<file path="src/rtl/scdo_pkg.sv">
// Shared types and constants of the segment crack disk occlusion block.
// Used by the interfaces, the entry cells, the disk test unit and the top level.
package scdo_pkg;

  localparam int unsigned FracBits   = 16;
  localparam int unsigned LambdaBits = 30;
  localparam int unsigned IndexW     = 6;
  localparam int unsigned CountW     = 7;

  typedef enum logic [1:0] {
    CMD_WR_POS    = 2'd0,
    CMD_WR_NRM    = 2'd1,
    CMD_SET_START = 2'd2,
    CMD_QUERY     = 2'd3
  } cmd_e;

  // three Q16.16 components, index 0 is x
  typedef logic [2:0][31:0] vec_t;

  typedef struct packed {
    vec_t        pos;
    vec_t        nrm;
    logic [30:0] radius;
    logic [31:0] offset;
    logic        broken;
  } entry_t;

  typedef struct packed {
    logic done;
    logic blocks;
  } test_rsp_t;

endpackage

</file>
<file path="src/rtl/scdo_cell.sv">
// One cell of the rotating entry chain: holds one crack entry.
// Depends on scdo_pkg for entry_t.
module scdo_cell import scdo_pkg::*; (
  input  logic   clk_i,
  input  logic   shift_i,
  input  entry_t next_i,
  input  logic   wr_pos_i,
  input  logic   wr_nrm_i,
  input  entry_t wdata_i,
  output entry_t entry_o
);

  entry_t entry_q, entry_d;

  always_comb begin
    entry_d = entry_q;
    if (shift_i) begin
      entry_d = next_i;
    end else if (wr_pos_i) begin
      entry_d.pos    = wdata_i.pos;
      entry_d.radius = wdata_i.radius;
      entry_d.offset = wdata_i.offset;
      entry_d.broken = wdata_i.broken;
    end else if (wr_nrm_i) begin
      entry_d.nrm = wdata_i.nrm;
    end
  end

  always_ff @(posedge clk_i) begin
    entry_q <= entry_d;
  end

  assign entry_o = entry_q;

endmodule

</file>
<file path="config.mk">
export PLATFORM = sky130hd
export DESIGN_NAME = scdo_cell
export DESIGN_NICKNAME = d
export VERILOG_FILES = /design/src/rtl/scdo_pkg.sv /design/src/rtl/scdo_cell.sv
export SDC_FILE = /design/constraint.sdc
export NUM_CORES = 1
export LEC_CHECK = 0
export ABC_AREA = 0
export BUFFER_PORTS_ARGS = -buffer_cell sky130_fd_sc_hd__buf_2
export CORE_AREA = 3 3 304 306
export CTS_CLUSTER_SIZE = 10
export DETAILED_ROUTE_END_ITERATION = 10
export DIE_AREA = 0 0 307 309
export PLACE_DENSITY_LB_ADDON = 0.08
export SYNTH_ARGS = -nofsm -noshare
export SYNTH_HDL_FRONTEND = slang
export SYNTH_SLANG_ARGS = --single-unit
export TNS_END_PERCENT = 100
</file>
<file path="constraint.sdc">
create_clock -name clk_i -period 3.6 [get_ports clk_i]
set_input_delay 0.54 -clock clk_i [delete_from_list [all_inputs] [get_ports clk_i]]
set_output_delay 0.54 -clock clk_i [all_outputs]
set_load 0.05 [all_outputs]
</file>
== Word-level counts from Yosys, hierarchy flattened ==
Cells that the tools add are included.
Storage, ports and cells
  register bits after elaboration: 256
  bits of input ports: 516
  word-level logic and storage cells: 18
  output and inout port bits: 256
Cells by class
  muxes and demuxes: 5
  reductions and logical operators: 3
  equality and inequality tests: 1
Operators with widths (count)
  2-to-1 mux 96 bit: 3
  2-to-1 mux 256 bit: 1
  2-to-1 mux 64 bit: 1
  nonzero test 2 bit: 2
  != test 2 bit, second input constant: 1
  AND reduction 2 bit: 1

== Logic depth before layout (Yosys ltp) ==
Gate-level depths: netlist of the first run.
  word-level depth: 3
  depth in mapped cells: 4
  mapped depth without buffers: 2

== Least setup slack after synthesis of the first run ==
OpenSTA, ideal clock, no wires.
  path kind: input port to flip-flop
  from: in shift_i
  to: reg entry_q (netlist bit entry_o[0]), enable pin
  cell stages on the path: 4
  slack: 0.270 ns
  path buffers: 3
  setup time: 0.453 ns
  data arrival time: 2.877 ns
  required time: 3.147 ns
  cells stage by stage: buf_6 -> buf_6 -> buf_6 -> or2_2
Between the ends
  word-level cells in the longest chain between the ends: 1
RTL lines
  start, declared: line scdo_cell.sv:5  | input logic shift_i,
  nonzero test 2 bit (no source line)
  end signal, assigned: line scdo_cell.sv:30  | entry_q <= entry_d;
  end, declared: line scdo_cell.sv:13  | entry_t entry_q, entry_d;
Every way passes these cells.
A chain may end at the register's enable or synchronous reset.

== Worst setup path in the final report of the first run ==
  from: reg entry_q (netlist bit entry_o[195])
  to: out entry_o[195] (netlist bit)
RTL lines
  end, declared: line scdo_cell.sv:10  | output entry_t entry_o
No word-level cell between the ends.

==> results.md, run 1 <==
* Status: completed
* Initial antenna violation count at 33
* Starting DRT DRC Count at 262
* CTS root buffer: clkbuf_16
* Drt wl/cell at 19.4 microns
* CTS sink count at 256
* Worst Path Max Fanout at 1
* Post-Place Setup Slack at 1.28 ns
* CTS buffer count at 37
* Worst Setup End Kind: primary output
* Unique masters post-synth at 8
* Worst-case vdd ir drop at 214 uV
* Syn Area/Cell at 21.4 sq um
* Tmin final at 1.85 ns
* Actual slew at the worst max-slew pin at 0.915 ns
* GRT met3 Usage at 5.39%
* Final #Nets at 1851
* Die ar. at 0.0949 sq mm
* Global Route met1 Usage at 8.99%
* Max-slew violation count at 0
* CP max-delay cell: edfxtp_1
* Die height at 309 microns
* I/O pins at 772
* Cell Pwr Density at 534 mW/mm^2
* Worst Setup Slack, final at 1.75 ns
* TritonRoute pass-1 iters at 4
* Gate Count Post-Synth at 544
* Vias per inst at 3.18
* Final instance area at 0.0179 sq mm
* Hold Crit Start: wdata_i[13]
* Setup bufs post-CTS at 0
* Final-report hold violation count at 0
* Netlist Area Pre-Place at 0.0116 sq mm
* WS Path Type: flop to primary output
* Most Crowded Layer GR: met2
* H-Tree Depth at 2
* WP buf/inv at 1
* Max_cap viols at 0
* CTS Buffer Depth at 3
* Final period utilization at 51.4%
* GR Util met2 at 18.5%
* Worst-path clk slew at 0.06 ns
* CTS Hold Buffers Added at 0
* Max reg flops at 256
* FF+latch count, synth at 256
* Critical Path Source Type: flop
* Register area share after synthesis at 66.0%
* Proportion of layout cells with a drive suffix above 1 at 79.8%
* Placed cell area at 0.0168 sq mm
* Cell breakdown of the critical path: buf_2
* Total GRT Usage at 9.77%
* Remaining DRCs at 0
* First-pass GRT wire length at 65900 microns
* CP top delay family: flip-flops
* Post-Route WL at 49500 microns
* Worst EP arrival at 1.31 ns
* Core box area at 0.0899 sq mm
* Initial Util at 13.0%
* Grt ovf at 0
* TNS Setup at 0 ns
* Vias in the first global route at 8908
* Placer congestion estimate at 0.723
* Setup crit start: entry_o[195]
* Synthesized Nets at 1060
* Hold crit path type: input port to flop
* Via count at 8112
* Num rows at 110
* Largest net degree at the start of global routing at 110
* Buffers on Ports at 771
* Worst path required time at 3.06 ns
* Fill cells at 9833
* Area grow syn2layout at 54.1%
* Max Fclk at 0.540 GHz
* Slew HR at 39.0%
* WHS at 0.296 ns
* Yosys warns at 0
* DIE WIDTH at 307 microns
* Post_cts resized at 0
* CTS tree: done
* Setup violators final at 0
* RSZ-0062 raised after global routing: false
* Lkg Pwr at 8.11 nW
* CP peak stage delay at 0.39 ns
* Post-DP HPWL at 39200 microns
* Final ANT Viol Nets at 0
-- stage by stage --
step | std cells | power (mW) | util, %
after global placement | 2472 | 6.33 | 18.7
after global routing | 2541 | 10.1 | 20.0
final | 2548 | 9.58 | 20.0
after CTS | 2533 | 9.88 | 19.9
after detailed placement | 2472 | 6.30 | 18.7
after floorplan | 544 | 5.49 | -
-- synthesized netlist by cell type, drive strengths merged --
library cell	instances	share of area, %
a21o	1	0.064
buf	29	2.6
edfxtp	256	66
inv	1	0.032
mux2	256	31
or2	1	0.054
-- routing by layer --
layer	share of wire [%]	up-vias
met5	0.35	-
li1	-	3757
met3	12	79
met2	53	468
met1	32	3782
met4	2.1	26
-- kinds of logic (layout without fill, tap and decap cells) --
| group | Yosys count | after routing | share of synthesized area (%) |
|---|---|---|---|
| muxes | 256 | 256 | 31.2 |
| DFF | 256 | 256 | 66.0 |
| buffers and inverters | 30 | 843 | 2.67 |
| AOI/OAI and AO/OA | 1 | 1 | 0.0645 |
| and+or+nand+nor | 1 | 1 | 0.0537 |
| other | 0 | 15 | 0 |
-- layout make-up --
class	count	area, sq um	area share [%]
Tap cell	1176	1470	8.20
Timing Repair Buffer	781	4010	22.3
Multi-Input combinational cell	258	3660	20.4
Clock inverter	12	111	0.620
Sequential cell	256	7690	42.8
Clock buffer	49	971	5.41
Inverter	1	3.75	0.0209
Antenna cell	15	37.5	0.209
-- where the power goes --
group          leakage [nW]  total (mW)  internal [mW]  switching [mW]
clock                 0.527        3.40           2.02            1.38
sequential             2.59        3.76           3.67          0.0915
combinational          4.99        2.42          0.735            1.68
-- cell usage in the layout (no fill, tap or decap), drive strengths merged --
cell type	instances
a21o	1
bufinv	2
or2	1
diode	15
clkbuf	49
edfxtp	256
inv	3
mux2	256
buf	781
clkinv	8
-- path summary, 6_finish.rpt --
kind / cells past startpoint / end
max: 1 / entry_o[195]
min: 2 / entry_o[13]
Power figures use the tool's default switching activity.
==> inputs of run 2 (changes only) <==
ABC_AREA = 1   (was 0)
CORE_AREA = 3 3 303 305   (was 3 3 304 306)
DIE_AREA = 0 0 306 308   (was 0 0 307 309)
clock period = 1.7 ns   (was 3.6 ns; I/O delays follow)
==> run 2 against run 1 <==
  * First-iteration DRC count grew 89%
  * Clock power grew 110%
  * Largest power group unchanged
  * Utilization increased by 4.9 points
  * Combinational power rose by 150%
  * Critical path depth is the same
  * Largest cell class is now buffers
  * Critical path type unchanged
==> results.md, run 2 <==
* Status: completed (unchanged)
* I/O pins at 772 (unchanged)
* Gate Count Post-Synth at 1086 (was 544)
* TritonRoute pass-1 iters at 5 (was 4)
* Final #Nets at 2873 (was 1851)
* Setup crit start: entry_o[164] (was entry_o[195])
* Most common cell after layout, fill and taps aside: buf_2 (unchanged)
* Critical Path Source Type: flop (unchanged)
* Worst path required time at 1.44 ns (was 3.06 ns)
* Setup bufs post-CTS at 0 (unchanged)
* WP depth at 1 (unchanged)
* Hold Crit Start: wdata_i[239] (was wdata_i[13])
* Actual slew at the worst max-slew pin at 0.499 ns (was 0.915 ns)
* Worst Path Max Fanout at 1 (unchanged)
* Tmin final at 1.58 ns
* Fraction of registers with async set or reset after synthesis at 0% (unchanged)
* DIE WIDTH at 306 microns (was 307 microns)
* Yosys warns at 0 (unchanged)
* Initial antenna violation count at 11 (was 33)
* WP buf/inv at 1 (unchanged)
* Post-synth top area cell: edfxtp_1 (unchanged)
* Total GRT Usage at 11.5% (was 9.77%)
* Ys flop type: edfxtp_1 (unchanged)
* Final ANT Viol Nets at 0 (unchanged)
* Unique masters post-synth at 7 (was 8)
* Vias per inst at 3.45 (was 3.18)
* CTS tree: done (unchanged)
* Post-synth EDFFs at 256 (unchanged)
* Die height at 308 microns (was 309 microns)
* Max reg flops at 256 (unchanged)
* Synthesized Nets at 1602 (was 1060)
* Final-report hold violation count at 0 (unchanged)
* Top post-synthesis cells by area: edfxtp_1 70%, nand2_1 26%, buf_6 2.3%, buf_2 1.3%, buf_4 0.41% (was edfxtp_1 66%, mux2_4 26%, mux2_2 5.3%, buf_6 2.5%, buf_2 0.13%)
* Synth top cells by count: 771 x nand2_1, 256 x edfxtp_1, 28 x buf_2, 23 x buf_6, 6 x buf_4 (was 256 x edfxtp_1, 201 x mux2_4, 55 x mux2_2, 26 x buf_6, 3 x buf_2)
* Initial Util at 12.3% (was 13.0%)
* H-Tree Depth at 2 (unchanged)
* Syn Area/Cell at 10.2 sq um (was 21.4 sq um)
* Num rows at 110 (unchanged)
* Max Fclk at 0.635 GHz
* Cell Pwr Density at 947 mW/mm^2 (was 534 mW/mm^2)
* Hold-critical path depth at 3 (was 2)
* Starting DRT DRC Count at 495 (was 262)
* CTS Buffer Depth at 3 (unchanged)
* Lkg Pwr at 10.8 nW (was 8.11 nW)
* Post-DP HPWL at 44500 microns (was 39200 microns)
* Grt ovf at 0 (unchanged)
* Hold crit path type: input port to flop (unchanged)
* Die ar. at 0.0942 sq mm (was 0.0949 sq mm)
* Max-slew violation count at 0 (unchanged)
* Slew HR at 66.7% (was 39.0%)
* Power Total at 21.1 mW (was 9.58 mW)
* Vias in the first global route at 13300 (was 8908)
* Setup violators final at 0 (unchanged)
* CP peak stage delay at 0.44 ns (was 0.39 ns)
* RSZ-0062 raised after global routing: false (unchanged)
* Remaining DRCs at 0 (unchanged)
* Register area share after synthesis at 69.7% (was 66.0%)
* Worst EP arrival at 1.32 ns (was 1.31 ns)
* TNS Setup at 0 ns (unchanged)
* Most common cell in the netlist: nand2_1 (was edfxtp_1)
* Worst Setup End Kind: primary output (unchanged)
* First-pass GRT wire length at 81800 microns (was 65900 microns)
* WS Path Type: flop to primary output (unchanged)
* Area grow syn2layout at 102% (was 54.1%)
* Most frequent cells in the layout: 770 x buf_2, 769 x nand2_1, 476 x dlygate4sd3_1 (was 770 x buf_2, 256 x edfxtp_1, 201 x mux2_4)
* Fill cells at 9879 (was 9833)
* CP top delay family: flip-flops (unchanged)
* FF+latch count, synth at 256 (unchanged)
* CTS buffer count at 37 (unchanged)
* Max_cap viols at 0 (unchanged)
* Core box area at 0.0896 sq mm (was 0.0899 sq mm)
* Netlist Area Pre-Place at 0.0110 sq mm (was 0.0116 sq mm)
* Placer congestion estimate at 0.824 (was 0.723)
* Post-Route WL at 57000 microns (was 49500 microns)
* Cell breakdown of the critical path: buf_2 (unchanged)
* Proportion of layout cells with a drive suffix above 1 at 36.2% (was 79.8%)
* CTS sink count at 256 (unchanged)
* Worst-case vdd ir drop at 500 uV (was 214 uV)
* Buffers on Ports at 771 (unchanged)
* Largest net degree at the start of global routing at 92 (was 110)
* Final period utilization at 92.7%
* Top cell type's share of synthesized area at 69.7% (was 66.0%)
* Worst-path clk slew at 0.05 ns (was 0.06 ns)
* CP max-delay cell: edfxtp_1 (unchanged)
* Via count at 12300 (was 8112)
* Drt wl/cell at 16.0 microns (was 19.4 microns)
* CTS root buffer: clkbuf_16 (unchanged)
==> run 2: logic make-up (layout without fill, tap and decap cells) <==
group,Yosys count,count (layout),synth area share (%)
buffers and inverters,59,1352,4.12
other,0,9,0
flip-flops,256,256,69.7
AND/OR/NAND/NOR,771,771,26.2
==> run 2: layer usage <==
layer	vias up	global-route usage (%)	routed length [microns]
met2	444	22.0	30600
met3	95	3.09	3950
met5	-	0	27
met1	5697	11.8	20400
li1	6047	-	-
met4	4	4.78	2070
==> run 2: final timing paths <==
| kind | slack [ns] | to |
|---|---|---|
| worst max-delay path | 0.12 | entry_o[164] |
| worst min-delay path | 0.04 | entry_o[239] |
==> run 2: area by class of cell <==
| type | instances | area, sq um | share of cell area, % |
|---|---|---|---|
| Antenna cell | 9 | 22.5 | 0.101 |
| Sequential cell | 256 | 7690 | 34.5 |
| Multi-Input combinational cell | 771 | 2920 | 13.1 |
| Clock buffer | 52 | 1020 | 4.60 |
| Tap cell | 1176 | 1470 | 6.60 |
| Inverter | 2 | 15.0 | 0.0674 |
| Timing Repair Buffer | 1289 | 9100 | 40.8 |
| Clock inverter | 9 | 51.3 | 0.230 |
==> run 2: what timing repair did <==
action,4_1_cts,5_1_grt
hold endpoints to repair,251,0
gates resized for setup,0,0
hold buffers,476,0
==> run 2: metrics by stage <==
step	area (sq um)	instances	hold slack [ns]	util (%)	setup slack (ns)
finish	22300	3564	0.0434	24.9	0.125
floorplan	11100	1086	0.434	-	0.00463
global route	22300	3562	0.00937	24.9	0.0315
global placement	16400	3018	0.519	18.3	0.188
CTS	22300	3555	0.000812	24.8	0.0431
detailed placement	16400	3018	0.524	18.3	0.185
==> run 2: power by group <==
part / internal [mW] / total [mW] / leakage (nW) / switching (mW)
combinational: 2.07 / 6.03 / 7.66 / 3.97
clock: 4.17 / 7.10 / 0.520 / 2.93
sequential: 7.78 / 7.98 / 2.61 / 0.203
total: 14.0 / 21.1 / 10.8 / 7.10
==> inputs of run 3 (changes only) <==
BUFFER_PORTS_ARGS = unset   (was -buffer_cell sky130_fd_sc_hd__buf_2)
CORE_AREA = 3 3 296 298   (was 3 3 303 305)
DIE_AREA = 0 0 299 301   (was 0 0 306 308)
DONT_BUFFER_PORTS = 1   (was unset)
PLACE_DENSITY_LB_ADDON = unset   (was 0.08)
==> run 3 against run 2 <==
  * The run now fails in clock tree synthesis
  * Synthesized cell count did not move
  * Synthesized area did not move
==> results.md, run 3 <==
* Yosys warns at 0 (unchanged)
* CTS root buffer: clkbuf_16 (unchanged)
* Fraction of registers with async set or reset after synthesis at 0% (unchanged)
* Placer congestion estimate at 0.843 (was 0.824)
* I/O pins at 772 (unchanged)
* CTS Buffer Depth at 3 (unchanged)
* Post-synth top area cell: edfxtp_1 (unchanged)
* Post-synth EDFFs at 256 (unchanged)
* Post_cts resized at 0 (unchanged)
* Die height at 301 microns (was 308 microns)
* Initial Util at 13.0% (was 12.3%)
* Syn Area/Cell at 10.2 sq um (unchanged)
* Unique masters post-synth at 7 (unchanged)
* Stop err: [ERROR RSZ-0060] Max buffer count reached.
* CTS sink count at 256 (unchanged)
* Num rows at 107 (was 110)
* Post-DP HPWL at 30500 microns (was 44500 microns)
* Status: did not finish (was completed)
* Placed cell area at 0.0125 sq mm (was 0.0164 sq mm)
* CTS Hold Buffers Added at 452 (was 476)
* Setup bufs post-CTS at 0 (unchanged)
* Ys flop type: edfxtp_1 (unchanged)
* Top post-synthesis cells by area: edfxtp_1 70%, nand2_1 26%, buf_6 2.3%, buf_2 1.3%, buf_4 0.41% (unchanged)
* Buffers on Ports at 0 (was 771)
* Synth top cells by count: 771 x nand2_1, 256 x edfxtp_1, 28 x buf_2, 23 x buf_6, 6 x buf_4 (unchanged)
* CTS buffer count at 30 (was 37)
* Gate Count Post-Synth at 1086 (unchanged)
* Top cell type's share of synthesized area at 69.7% (unchanged)
* Netlist Area Pre-Place at 0.0110 sq mm (unchanged)
* H-Tree Depth at 1 (was 2)
* Dpl cells at 2217 (was 3018)
* Register area share after synthesis at 69.7% (unchanged)
* FF+latch count, synth at 256 (unchanged)
* Synthesized Nets at 1602 (unchanged)
* Halt Stage: clock tree synthesis
* Most common cell in the netlist: nand2_1 (unchanged)
* DIE WIDTH at 299 microns (was 306 microns)
run 3: through the flow:
step | hold WS [ns] | setup slack [ns]
2_1_floorplan | 0.434 | 0.00463
3_3_place_gp | 0.437 | 0.326
3_5_place_dp | 0.439 | 0.291
run 3: cell families after synthesis:
kind of cell,share of synthesized area [%]
and+or+nand+nor,26.2
DFF,69.7
buffers and inverters,4.12
==> inputs of run 4 (changes only) <==
CORE_AREA = 3 3 295 297   (was 3 3 296 298)
CTS_CLUSTER_SIZE = unset   (was 10)
DIE_AREA = 0 0 298 300   (was 0 0 299 301)
PLACE_DENSITY_LB_ADDON = 0.15   (was unset)
clock period = 2.2 ns   (was 1.7 ns; I/O delays follow)
==> run 4 against run 3 <==
  * Synthesized cell count is the same
  * Synthesized area unchanged
  * The flow again stops in clock tree synthesis
==> results.md, run 4 <==
* Status: did not finish (unchanged)
* Halt Stage: clock tree synthesis (unchanged)
* Stop err: [ERROR RSZ-0060] Max buffer count reached. (unchanged)
* Synth top cells by count: 771 x nand2_1, 256 x edfxtp_1, 28 x buf_2, 23 x buf_6, 6 x buf_4 (unchanged)
* Yosys warns at 0 (unchanged)
* Post-synth EDFFs at 256 (unchanged)
* Die height at 300 microns (was 301 microns)
* Top post-synthesis cells by area: edfxtp_1 70%, nand2_1 26%, buf_6 2.3%, buf_2 1.3%, buf_4 0.41% (unchanged)
* Num rows at 107 (unchanged)
* Top cell type's share of synthesized area at 69.7% (unchanged)
* I/O pins at 772 (unchanged)
* Setup bufs post-CTS at 0 (unchanged)
* Gate Count Post-Synth at 1086 (unchanged)
* Register area share after synthesis at 69.7% (unchanged)
* FF+latch count, synth at 256 (unchanged)
* Netlist Area Pre-Place at 0.0110 sq mm (unchanged)
* Placer congestion estimate at 0.888 (was 0.843)
* Post-DP HPWL at 33800 microns (was 30500 microns)
* Unique masters post-synth at 7 (unchanged)
* CTS Buffer Depth at 3 (unchanged)
* Post-synth top area cell: edfxtp_1 (unchanged)
* CTS root buffer: clkbuf_16 (unchanged)
* Fraction of registers with async set or reset after synthesis at 0% (unchanged)
* CTS sink count at 256 (unchanged)
* CTS buffer count at 31 (was 30)
* DIE WIDTH at 298 microns (was 299 microns)
* Syn Area/Cell at 10.2 sq um (unchanged)
* Buffers on Ports at 0 (unchanged)
* CTS Hold Buffers Added at 451 (was 452)
* Initial Util at 13.0% (about the same)
* Most common cell in the netlist: nand2_1 (unchanged)
* Synthesized Nets at 1602 (unchanged)
* Ys flop type: edfxtp_1 (unchanged)
* Post_cts resized at 0 (unchanged)
* H-Tree Depth at 1 (unchanged)
run 4: logic make-up after synthesis:
family	synth area share, %
and+or+nand+nor	26.2
DFF	69.7
buffers and inverters	4.12
run 4: metrics by stage:
step	setup WS, ns	hold WS [ns]	std cells	cell area [sq um]	utilization (%)
2_1_floorplan	0.00772	0.509	1086	11100	-
3_3_place_gp	0.543	0.512	2193	12300	14.5
3_5_place_dp	0.544	0.514	2193	12300	14.5
